$ cat src/rtl/core/chd_pkg.sv
`timescale 1ns / 1ps
// ============================================================================
// chd_pkg: shared constants and types for the compass heading block
// Holds the sample and CORDIC widths, the arctangent table in fractions of a
// turn, the remap constants, the register indexes and the configuration type.
// ============================================================================
package chd_pkg;

    localparam int SAMPLE_BITS  = 12;
    localparam int CORDIC_STEPS = 16;
    localparam int ATAN_LEN     = 24;
    localparam int FRAC_BITS    = 24;
    // Headroom for the CORDIC gain and the diagonal of a full-scale vector.
    localparam int CORDIC_W     = SAMPLE_BITS + FRAC_BITS + 3;
    localparam int ANGLE_W      = 32;
    localparam int TURN_W       = 16;
    localparam int DEG_W        = 9;
    localparam int DECL_W       = 16;
    localparam int DB_W         = 7;
    localparam int CFG_INDEX_W  = 1;
    localparam int CFG_DATA_W   = 16;

    localparam logic [CFG_INDEX_W-1:0] REG_DECLINATION = 1'd0;
    localparam logic [CFG_INDEX_W-1:0] REG_DEADBAND    = 1'd1;

    localparam logic [DECL_W-1:0] DECL_RESET = 16'd200;
    localparam logic [DB_W-1:0]   DB_RESET   = 7'd3;

    localparam logic [ANGLE_W-1:0] HALF_TURN = 32'h8000_0000;

    // atan(2^-i) in units of 2^-32 turn.
    localparam logic [ANGLE_W-1:0] ATAN_TURNS [0:ATAN_LEN-1] = '{
        32'h20000000, 32'h12E4051D, 32'h09FB385B, 32'h051111D4,
        32'h028B0D43, 32'h0145D7E1, 32'h00A2F61E, 32'h00517C55,
        32'h0028BE53, 32'h00145F2E, 32'h000A2F98, 32'h000517CC,
        32'h00028BE6, 32'h000145F3, 32'h0000A2F9, 32'h0000517C,
        32'h000028BE, 32'h0000145F, 32'h00000A2F, 32'h00000517,
        32'h0000028B, 32'h00000145, 32'h000000A2, 32'h00000051
    };

    localparam logic [DEG_W-1:0] DEG_PER_TURN = 9'd360;
    localparam logic [DEG_W-1:0] REMAP_SPLIT  = 9'd240;
    localparam logic [DEG_W-1:0] REMAP_BASE   = 9'd180;
    localparam logic [7:0]       LOW_SCALE    = 8'd179;
    // ceil(2^24 / 239): exact quotient for every product below 2^16.
    localparam logic [16:0]      RECIP_239    = 17'd70198;
    localparam int               RECIP_SHIFT  = 24;

    typedef logic [DEG_W-1:0] heading_t;

    typedef struct packed {
        logic signed [DECL_W-1:0] declination;
        logic [DB_W-1:0]          deadband;
    } cfg_t;

endpackage

$ cat src/rtl/core/chd_ifs.sv
`timescale 1ns / 1ps
// ============================================================================
// chd_ifs: request channels of the compass heading block
// A magnetometer sample channel and a heading result channel, each with
// valid, ready and payload, seen from a source and a sink.
// ============================================================================
interface chd_mag_if;
    logic                                 valid;
    logic                                 ready;
    logic signed [chd_pkg::SAMPLE_BITS-1:0] mag_x;
    logic signed [chd_pkg::SAMPLE_BITS-1:0] mag_y;

    modport source (output valid, output mag_x, output mag_y, input ready);
    modport sink   (input valid, input mag_x, input mag_y, output ready);
endinterface

interface chd_heading_if;
    logic                      valid;
    logic                      ready;
    logic [chd_pkg::DEG_W-1:0] heading_deg;
    logic                      held;

    modport source (output valid, output heading_deg, output held, input ready);
    modport sink   (input valid, input heading_deg, input held, output ready);
endinterface

$ cat src/rtl/core/chd_front.sv
`timescale 1ns / 1ps
// ============================================================================
// chd_front: CORDIC angle pipeline and degree remap
// Pre-rotates each sample into the right half plane, runs one vectoring
// CORDIC iteration per stage, adds the declination, scales to degrees and
// applies the piecewise remap. The whole pipe advances on one enable.
// ============================================================================
module chd_front (
    input  logic                                 clk,
    input  logic                                 rst_n,
    input  logic                                 in_valid,
    output logic                                 in_ready,
    input  logic signed [chd_pkg::SAMPLE_BITS-1:0] mag_x,
    input  logic signed [chd_pkg::SAMPLE_BITS-1:0] mag_y,
    input  chd_pkg::cfg_t                        cfg,
    output logic                                 out_valid,
    input  logic                                 out_ready,
    output chd_pkg::heading_t                    out_heading
);

    localparam int W    = chd_pkg::CORDIC_W;
    localparam int N    = chd_pkg::CORDIC_STEPS;
    localparam int EXTW = W - chd_pkg::SAMPLE_BITS - chd_pkg::FRAC_BITS;

    logic advance;

    logic                             vld_reg [0:N];
    logic signed [W-1:0]              x_reg   [0:N];
    logic signed [W-1:0]              y_reg   [0:N];
    logic [chd_pkg::ANGLE_W-1:0]      a_reg   [0:N];
    logic                             zero_reg [0:N];

    logic signed [W-1:0] x_ext;
    logic signed [W-1:0] y_ext;
    logic                flip;

    assign advance  = !out_valid || out_ready;
    assign in_ready = advance;

    assign x_ext = {{EXTW{mag_x[chd_pkg::SAMPLE_BITS-1]}}, mag_x, {chd_pkg::FRAC_BITS{1'b0}}};
    assign y_ext = {{EXTW{mag_y[chd_pkg::SAMPLE_BITS-1]}}, mag_y, {chd_pkg::FRAC_BITS{1'b0}}};
    assign flip  = mag_x[chd_pkg::SAMPLE_BITS-1];

    // Entry stage: rotate by half a turn when x is negative.
    always_ff @(posedge clk or negedge rst_n)
    begin
        if (!rst_n)
        begin
            vld_reg[0] <= 1'b0;
        end
        else if (advance)
        begin
            vld_reg[0] <= in_valid;
        end
    end

    always_ff @(posedge clk)
    begin
        if (advance)
        begin
            x_reg[0]    <= flip ? -x_ext : x_ext;
            y_reg[0]    <= flip ? -y_ext : y_ext;
            a_reg[0]    <= flip ? chd_pkg::HALF_TURN : '0;
            zero_reg[0] <= (mag_x == '0) && (mag_y == '0);
        end
    end

    genvar k;
    generate
        for (k = 1; k <= N; k++)
        begin : g_iter
            logic signed [W-1:0] xs;
            logic signed [W-1:0] ys;
            logic                pos;

            assign xs  = x_reg[k-1] >>> (k - 1);
            assign ys  = y_reg[k-1] >>> (k - 1);
            assign pos = !y_reg[k-1][W-1];

            always_ff @(posedge clk or negedge rst_n)
            begin
                if (!rst_n)
                begin
                    vld_reg[k] <= 1'b0;
                end
                else if (advance)
                begin
                    vld_reg[k] <= vld_reg[k-1];
                end
            end

            always_ff @(posedge clk)
            begin
                if (advance)
                begin
                    x_reg[k]    <= pos ? x_reg[k-1] + ys : x_reg[k-1] - ys;
                    y_reg[k]    <= pos ? y_reg[k-1] - xs : y_reg[k-1] + xs;
                    a_reg[k]    <= pos ? a_reg[k-1] + chd_pkg::ATAN_TURNS[k-1]
                                       : a_reg[k-1] - chd_pkg::ATAN_TURNS[k-1];
                    zero_reg[k] <= zero_reg[k-1];
                end
            end
        end
    endgenerate

    // Post stages: degrees, low-branch product, remapped value.
    logic [chd_pkg::TURN_W-1:0] a16;
    logic [chd_pkg::TURN_W-1:0] turn;
    logic [24:0]                deg_prod;
    logic                       deg_vld_reg;
    logic [chd_pkg::DEG_W-1:0]  deg_reg;
    logic                       prod_vld_reg;
    logic [chd_pkg::DEG_W-1:0]  deg2_reg;
    logic [15:0]                low_prod_reg;
    logic                       rmp_vld_reg;
    chd_pkg::heading_t          rmp_reg;

    logic [32:0]                recip_prod;
    logic [6:0]                 high_off;
    logic [8:0]                 high_x3;
    chd_pkg::heading_t          rmp_next;

    assign a16      = zero_reg[N] ? '0 : a_reg[N][chd_pkg::ANGLE_W-1 -: chd_pkg::TURN_W];
    assign turn     = a16 + chd_pkg::TURN_W'(cfg.declination);
    assign deg_prod = {9'd0, turn} * {16'd0, chd_pkg::DEG_PER_TURN};

    assign recip_prod = {17'd0, low_prod_reg} * {16'd0, chd_pkg::RECIP_239};
    assign high_off   = 7'(deg2_reg - chd_pkg::REMAP_SPLIT);
    assign high_x3    = {1'b0, high_off, 1'b0} + {2'b00, high_off};

    always_comb
    begin
        if (deg2_reg >= chd_pkg::REMAP_SPLIT)
        begin
            rmp_next = chd_pkg::REMAP_BASE + {1'b0, high_x3[8:1]};
        end
        else
        begin
            rmp_next = recip_prod[chd_pkg::RECIP_SHIFT +: chd_pkg::DEG_W];
        end
    end

    always_ff @(posedge clk or negedge rst_n)
    begin
        if (!rst_n)
        begin
            deg_vld_reg  <= 1'b0;
            prod_vld_reg <= 1'b0;
            rmp_vld_reg  <= 1'b0;
        end
        else if (advance)
        begin
            deg_vld_reg  <= vld_reg[N];
            prod_vld_reg <= deg_vld_reg;
            rmp_vld_reg  <= prod_vld_reg;
        end
    end

    always_ff @(posedge clk)
    begin
        if (advance)
        begin
            deg_reg      <= deg_prod[24:16];
            deg2_reg     <= deg_reg;
            low_prod_reg <= {7'd0, deg_reg} * {8'd0, chd_pkg::LOW_SCALE};
            rmp_reg      <= rmp_next;
        end
    end

    assign out_valid   = rmp_vld_reg;
    assign out_heading = rmp_reg;

endmodule

$ cat src/rtl/core/chd_queue.sv
`timescale 1ns / 1ps
// ============================================================================
// chd_queue: two-entry queue between the angle pipe and the deadband
// Lets the front keep streaming while the back end waits on its receiver.
// ============================================================================
module chd_queue (
    input  logic              clk,
    input  logic              rst_n,
    input  logic              push_valid,
    output logic              push_ready,
    input  chd_pkg::heading_t push_data,
    output logic              pop_valid,
    input  logic              pop_ready,
    output chd_pkg::heading_t pop_data
);

    chd_pkg::heading_t data_reg [0:1];
    logic              wr_ptr_reg;
    logic              rd_ptr_reg;
    logic [1:0]        count_reg;
    logic [1:0]        count_next;
    logic              push;
    logic              pop;

    assign push_ready = count_reg != 2'd2;
    assign pop_valid  = count_reg != 2'd0;
    assign pop_data   = data_reg[rd_ptr_reg];
    assign push       = push_valid && push_ready;
    assign pop        = pop_valid && pop_ready;

    always_comb
    begin
        count_next = count_reg;
        if (push && !pop)
        begin
            count_next = count_reg + 2'd1;
        end
        else if (pop && !push)
        begin
            count_next = count_reg - 2'd1;
        end
    end

    always_ff @(posedge clk or negedge rst_n)
    begin
        if (!rst_n)
        begin
            wr_ptr_reg <= 1'b0;
            rd_ptr_reg <= 1'b0;
            count_reg  <= 2'd0;
        end
        else
        begin
            if (push)
            begin
                wr_ptr_reg <= !wr_ptr_reg;
            end
            if (pop)
            begin
                rd_ptr_reg <= !rd_ptr_reg;
            end
            count_reg <= count_next;
        end
    end

    always_ff @(posedge clk)
    begin
        if (push)
        begin
            data_reg[wr_ptr_reg] <= push_data;
        end
    end

`ifndef NO_ASSERTIONS
    a_count_range: assert property (@(posedge clk) disable iff (!rst_n)
        count_reg != 2'd3)
        else $error("queue count out of range");

    a_ptr_track: assert property (@(posedge clk) disable iff (!rst_n)
        (count_reg == 2'd0 || count_reg == 2'd2) |-> (wr_ptr_reg == rd_ptr_reg))
        else $error("queue pointers disagree with count");
`endif

endmodule

$ cat src/rtl/core/chd_back.sv
`timescale 1ns / 1ps
// ============================================================================
// chd_back: deadband against the previous heading and output register
// Holds the previous heading when the new one lies strictly inside the band
// and presents each result in a register until the receiver takes it.
// ============================================================================
module chd_back (
    input  logic              clk,
    input  logic              rst_n,
    input  logic              in_valid,
    output logic              in_ready,
    input  chd_pkg::heading_t in_heading,
    input  logic [chd_pkg::DB_W-1:0] deadband,
    output logic              out_valid,
    input  logic              out_ready,
    output chd_pkg::heading_t out_heading,
    output logic              out_held
);

    localparam int SW = chd_pkg::DEG_W + 1;

    logic              out_valid_reg;
    chd_pkg::heading_t heading_reg;
    logic              held_reg;
    chd_pkg::heading_t prev_reg;
    logic              load;
    logic [SW-1:0]     n_plus_db;
    logic [SW-1:0]     p_plus_db;
    logic              in_band;

    assign in_ready  = !out_valid_reg || out_ready;
    assign load      = in_valid && in_ready;

    // p - db < n < p + db, kept non-negative by moving db to the other side.
    assign n_plus_db = {1'b0, in_heading} + SW'(deadband);
    assign p_plus_db = {1'b0, prev_reg} + SW'(deadband);
    assign in_band   = (n_plus_db > {1'b0, prev_reg}) && ({1'b0, in_heading} < p_plus_db);

    always_ff @(posedge clk or negedge rst_n)
    begin
        if (!rst_n)
        begin
            out_valid_reg <= 1'b0;
            prev_reg      <= '0;
        end
        else
        begin
            if (load)
            begin
                out_valid_reg <= 1'b1;
                prev_reg      <= in_band ? prev_reg : in_heading;
            end
            else if (out_ready)
            begin
                out_valid_reg <= 1'b0;
            end
        end
    end

    always_ff @(posedge clk)
    begin
        if (load)
        begin
            heading_reg <= in_band ? prev_reg : in_heading;
            held_reg    <= in_band;
        end
    end

    assign out_valid   = out_valid_reg;
    assign out_heading = heading_reg;
    assign out_held    = held_reg;

`ifndef NO_ASSERTIONS
    a_held_keeps: assert property (@(posedge clk) disable iff (!rst_n)
        load |=> (!held_reg || heading_reg == $past(prev_reg)))
        else $error("held result differs from previous heading");

    a_zero_band: assert property (@(posedge clk) disable iff (!rst_n)
        (load && deadband == '0) |=> !held_reg)
        else $error("result held with zero deadband");
`endif

endmodule

$ cat src/rtl/core/compass_heading_deadband.sv
`timescale 1ns / 1ps
// ============================================================================
// compass_heading_deadband: magnetometer sample to smoothed compass heading
// Top level: configuration registers, angle pipe, queue and deadband stage.
// ============================================================================
// Usage:
// A sample request on the mag channel carries signed X and Y readings. Each
// accepted request yields exactly one request on the heading channel with
// the remapped heading in whole degrees and a flag that says whether the
// deadband held the previous heading.
// From acceptance to valid on the heading channel, a sample passes one
// entry stage, one stage per CORDIC iteration (16), three stages for the
// declination with degree scaling, the low-branch product and the remap,
// the queue and the output register. Throughput is one sample per cycle
// while the receiver keeps up: the previous-heading compare is combinational.
// When the receiver stalls, the output register holds its result, the
// two-entry queue fills, and then the whole angle pipe freezes and mag.ready
// drops; nothing is lost or repeated.
// Reset clears all valid flags and sets the previous heading to 0, the
// declination to 200/65536 turn and the deadband to 3 degrees.
// Configuration writes take effect at once and are meant for idle periods.
// ============================================================================
module compass_heading_deadband (
    input  logic                               clk,
    input  logic                               rst_n,
    input  logic                               cfg_write_en,
    input  logic [chd_pkg::CFG_INDEX_W-1:0]    cfg_index,
    input  logic [chd_pkg::CFG_DATA_W-1:0]     cfg_data,
    chd_mag_if.sink                            mag,
    chd_heading_if.source                      heading
);

    chd_pkg::cfg_t     cfg_reg;

    logic              front_valid;
    logic              front_ready;
    chd_pkg::heading_t front_heading;
    logic              queue_valid;
    logic              queue_ready;
    chd_pkg::heading_t queue_heading;

    // Configuration registers, written by index.
    always_ff @(posedge clk or negedge rst_n)
    begin
        if (!rst_n)
        begin
            cfg_reg.declination <= chd_pkg::DECL_RESET;
            cfg_reg.deadband    <= chd_pkg::DB_RESET;
        end
        else if (cfg_write_en)
        begin
            case (cfg_index)
                chd_pkg::REG_DECLINATION:
                begin
                    cfg_reg.declination <= cfg_data[chd_pkg::DECL_W-1:0];
                end
                chd_pkg::REG_DEADBAND:
                begin
                    cfg_reg.deadband <= cfg_data[chd_pkg::DB_W-1:0];
                end
                default:
                begin
                    cfg_reg <= cfg_reg;
                end
            endcase
        end
    end

    // Front: CORDIC angle, declination, degrees and remap.
    chd_front u_front (
        .clk         (clk),
        .rst_n       (rst_n),
        .in_valid    (mag.valid),
        .in_ready    (mag.ready),
        .mag_x       (mag.mag_x),
        .mag_y       (mag.mag_y),
        .cfg         (cfg_reg),
        .out_valid   (front_valid),
        .out_ready   (front_ready),
        .out_heading (front_heading)
    );

    // The queue decouples the pipe from the deadband stage.
    chd_queue u_queue (
        .clk        (clk),
        .rst_n      (rst_n),
        .push_valid (front_valid),
        .push_ready (front_ready),
        .push_data  (front_heading),
        .pop_valid  (queue_valid),
        .pop_ready  (queue_ready),
        .pop_data   (queue_heading)
    );

    // Back: deadband and the registered result.
    chd_back u_back (
        .clk         (clk),
        .rst_n       (rst_n),
        .in_valid    (queue_valid),
        .in_ready    (queue_ready),
        .in_heading  (queue_heading),
        .deadband    (cfg_reg.deadband),
        .out_valid   (heading.valid),
        .out_ready   (heading.ready),
        .out_heading (heading.heading_deg),
        .out_held    (heading.held)
    );

endmodule
$ cat src/flat_wrapper.sv
// flat-port wrapper written by rule: the top's interface ports become plain ports
module compass_heading_deadband_flat 
  (clk, rst_n, cfg_write_en, cfg_index, cfg_data, mag_valid, mag_mag_x, mag_mag_y, mag_ready, heading_valid, heading_heading_deg, heading_held, heading_ready);
  chd_mag_if mag_i ();
  chd_heading_if heading_i ();
  input  logic clk;
  input  logic rst_n;
  input  logic cfg_write_en;
  input  logic [chd_pkg::CFG_INDEX_W-1:0] cfg_index;
  input  logic [chd_pkg::CFG_DATA_W-1:0] cfg_data;
  input wire logic [$bits(mag_i.valid)-1:0] mag_valid;
  input wire logic [$bits(mag_i.mag_x)-1:0] mag_mag_x;
  input wire logic [$bits(mag_i.mag_y)-1:0] mag_mag_y;
  output wire logic [$bits(mag_i.ready)-1:0] mag_ready;
  output wire logic [$bits(heading_i.valid)-1:0] heading_valid;
  output wire logic [$bits(heading_i.heading_deg)-1:0] heading_heading_deg;
  output wire logic [$bits(heading_i.held)-1:0] heading_held;
  input wire logic [$bits(heading_i.ready)-1:0] heading_ready;
  assign mag_i.valid = mag_valid;
  assign mag_i.mag_x = mag_mag_x;
  assign mag_i.mag_y = mag_mag_y;
  assign mag_ready = mag_i.ready;
  assign heading_valid = heading_i.valid;
  assign heading_heading_deg = heading_i.heading_deg;
  assign heading_held = heading_i.held;
  assign heading_i.ready = heading_ready;
  compass_heading_deadband u_core (.clk(clk), .rst_n(rst_n), .cfg_write_en(cfg_write_en), .cfg_index(cfg_index), .cfg_data(cfg_data), .mag(mag_i), .heading(heading_i));
endmodule
$ cat config.mk
export PLATFORM = sky130hd
export DESIGN_NAME = compass_heading_deadband_flat
export DESIGN_NICKNAME = d
export VERILOG_FILES = /design/src/rtl/core/chd_pkg.sv /design/src/rtl/core/chd_ifs.sv /design/src/rtl/core/chd_front.sv /design/src/rtl/core/chd_queue.sv /design/src/rtl/core/chd_back.sv /design/src/rtl/core/compass_heading_deadband.sv /design/src/flat_wrapper.sv
export SDC_FILE = /design/constraint.sdc
export NUM_CORES = 2
export LEC_CHECK = 0
export BUFFER_PORTS_ARGS = -buffer_cell sky130_fd_sc_hd__buf_2
export CORE_ASPECT_RATIO = 1.1
export CORE_MARGIN = 10
export CORE_UTILIZATION = 61
export DETAILED_ROUTE_END_ITERATION = 10
export PLACE_DENSITY_LB_ADDON = 0.05
export SKIP_CTS_REPAIR_TIMING = 1
export SKIP_LAST_GASP = 1
export SLEW_MARGIN = 20
export SYNTH_ARGS = -nofsm -noshare
export SYNTH_HDL_FRONTEND = slang
export SYNTH_SLANG_ARGS = --single-unit
$ cat constraint.sdc
create_clock -name clk -period 55 [get_ports clk]
set_input_delay 5.5 -clock clk [delete_from_list [all_inputs] [get_ports clk]]
set_output_delay 5.5 -clock clk [all_outputs]
set_load 0.005 [all_outputs]
==> reports/metrics.cfg <==
[route]
dr_total_vias=95600
wl_per_cell_um=19.9
post_drt_via_cell_ratio=6.09
finalWirelength_mm=312
drc=0
first_pass_iters=6
first_iter_violations=5441
postRouteAntennaNets=0

[sta]
drv_slew=0
fin_skew_ns=0.0239
finalSetupViolCount=0
min_period_ns=7.86
fmax_ghz=0.127
finalHoldViolCount=0
finalSetupTns_ns=0
slew_headroom=0.223
rsz0062_at_grt=false
worstMarginPinSlew_ns=1.17
post-route-period-util=0.143

[floorplanning]
ioPinCount=58
dieArea_um2=221000
rows=173
initial_utilization=0.612
core_area_um2=202000
chipHeight_um=492
die_x_um=449

[global_route]
use_met2=0.499
busiest_layer=met2
first_global_vias=94400
use_met3=0.0303
antenna_found_initial=3
met1_usage=0.306
grt_use_total=0.274
grt_pass1_wl_mm=496
grt_max_degree=164
overflow=0

[setup_path]
timing.rr.start=u_core.u_front.zero_reg[1][0]
r2r_cells=26
endpoint_kind=output pin
worstPathMaxFanout=6
worstReg2RegEnd=u_core.u_front.deg_reg[8]
crit_family=simple AND/OR/NAND/NOR gates
crit_chain=nand3b_1 -> buf_2
crit_cells=2
reg2reg_slack_ns=48.04
cp.arrival_ns=2.36
setup.worst_path.start_class=register
max_stage_delay_ns=0.64
cp.required_ns=49.50
cp.buffers_inverters=1
critPathKind=register to output pin
slowest_stage=nand3b_1

[placed_design]
numPortBuffers=57
place.gp.congestion=1.02
hpwlAfterDp_mm=251

[clock_tree]
clock_latency_ns=0.84
cts_sinks=1445
tritoncts=done
clk_pin_slew_ns=0.06
htreeDepth=4
clk_path_buf_depth=3
clk_root_buffer_cell=clkbuf_16
cts_made_buffers=163

[synthesis]
synthArstFlopShare=0.0394
synth_top_area_cell=edfxtp_1
netlist.area_leader.share=0.338
syn_area_um2=123000
ys.flop_type=edfxtp_1
avgSynthCellArea_um2=9.69
netlist_instances=12700
yosys_warnings=0
synth-seq-area-share=0.349
synth_edf_count=1388
synth_seq_cells=1445
synth.distinct_cells=101
synth.top_cells.by_area=edfxtp_1 (34%), ha_1 (16%), xnor2_1 (8.3%)

[final_layout]
largest_reg_flops=447
drive_gt1_frac=0.0430
layout.nets=14600
num-fill-cells=16200
area_delta_synth_final_pct=7.32

[hold_path]
min_path_cells=0
hp-class=register to register
holdPathEnd=u_core.u_front.a_reg[0][354]
hp-start=u_core.u_front.a_reg[0][322]

[flow_run]
maxCapViolations=0

[status]
status=completed

## worst max-delay path by stage
stage	to	slack (ns)	from
finish	mag_ready	47.14	u_core.u_queue.count_reg[0]
global route	mag_ready	46.98	u_core.u_queue.count_reg[0]
CTS	mag_ready	46.99	u_core.u_queue.count_reg[0]
detailed placement	u_core.u_front.y_reg[0][37]	47.77	mag_mag_y[3]
global placement	u_core.u_front.y_reg[0][37]	47.71	mag_mag_y[3]
floorplan	mag_ready	12.20	u_core.u_queue.count_reg[0]
## stage by stage
| step | setup WS [ns] | util | area [µm²] | hold slack, ns | std cells |
|---|---|---|---|---|---|
| floorplan | 12.20 | - | 123000 | 0.400 | 12700 |
| global placement | 47.71 | 0.629 | 127000 | 0.401 | 15400 |
| detailed placement | 47.77 | 0.629 | 127000 | 0.405 | 15400 |
| CTS | 46.99 | 0.657 | 132000 | 0.419 | 15700 |
| global route | 46.98 | 0.657 | 132000 | 0.419 | 15700 |
| finish | 47.14 | 0.657 | 132000 | 0.416 | 15700 |
## per-layer routing
layer	up-vias	wire [µm]	share of wire
li1	47000	-	-
met1	45200	122000	0.39
met2	2523	158000	0.50
met3	879	12200	0.039
met4	2	20800	0.067
met5	-	20	0.000064
## placed cells by master, fill, tap and decap left out, types with 57 or more instances in the layout
cell type,n
ha_1,1558
edfxtp_1,1388
a21oi_1,1268
xnor2_1,1171
nor2_1,1164
inv_1,772
nand2_1,622
xor2_1,595
a21o_1,547
o21ai_0,518
nor3_1,346
nand2b_1,191
nand3_1,183
o21bai_1,180
o21a_1,173
clkbuf_16,169
nor2b_1,164
a31oi_1,132
fa_1,123
and3_1,118
nor4_1,105
nand4_1,95
mux2_2,90
o31ai_1,74
a211oi_1,69
and2_1,66
buf_2,57
## layout make-up
| cell class | count | area [µm²] | area share |
|---|---|---|---|
| flip-flops and latches | 1445 | 43100 | 0.325 |
| well taps | 2712 | 3390 | 0.0256 |
| clock inverters | 96 | 1180 | 0.00894 |
| inverters | 778 | 2920 | 0.0220 |
| clock buffers | 196 | 4330 | 0.0327 |
| multi-input cells | 10400 | 76800 | 0.580 |
| repair buffers | 110 | 696 | 0.00525 |
| diodes | 1 | 2.50 | 0.0000189 |
## Yosys cell counts, types with 66 or more instances
cell	instances
ha_1	1558
edfxtp_1	1388
a21oi_1	1268
xnor2_1	1171
nor2_1	1164
inv_1	772
nand2_1	622
xor2_1	595
a21o_1	547
o21ai_0	518
nor3_1	346
nand2b_1	191
nand3_1	183
o21bai_1	180
o21a_1	173
nor2b_1	164
a31oi_1	132
fa_1	123
and3_1	118
clkbuf_1	115
nor4_1	106
nand4_1	95
mux2_2	90
o31ai_1	74
a211oi_1	69
and2_1	66
## cell families after synthesis
group,share of synthesized area
XOR/XNOR,0.125
buffers and inverters,0.0284
flip-flops,0.349
other,0.0000304
AND/OR/NAND/NOR,0.128
AO/OA/AOI/OAI,0.180
multiplexers,0.0111
adder cells (fa/ha/maj),0.178
Power is not shown: default switching activity piles up to over one toggle a cycle in this logic, so the estimate is an artifact.
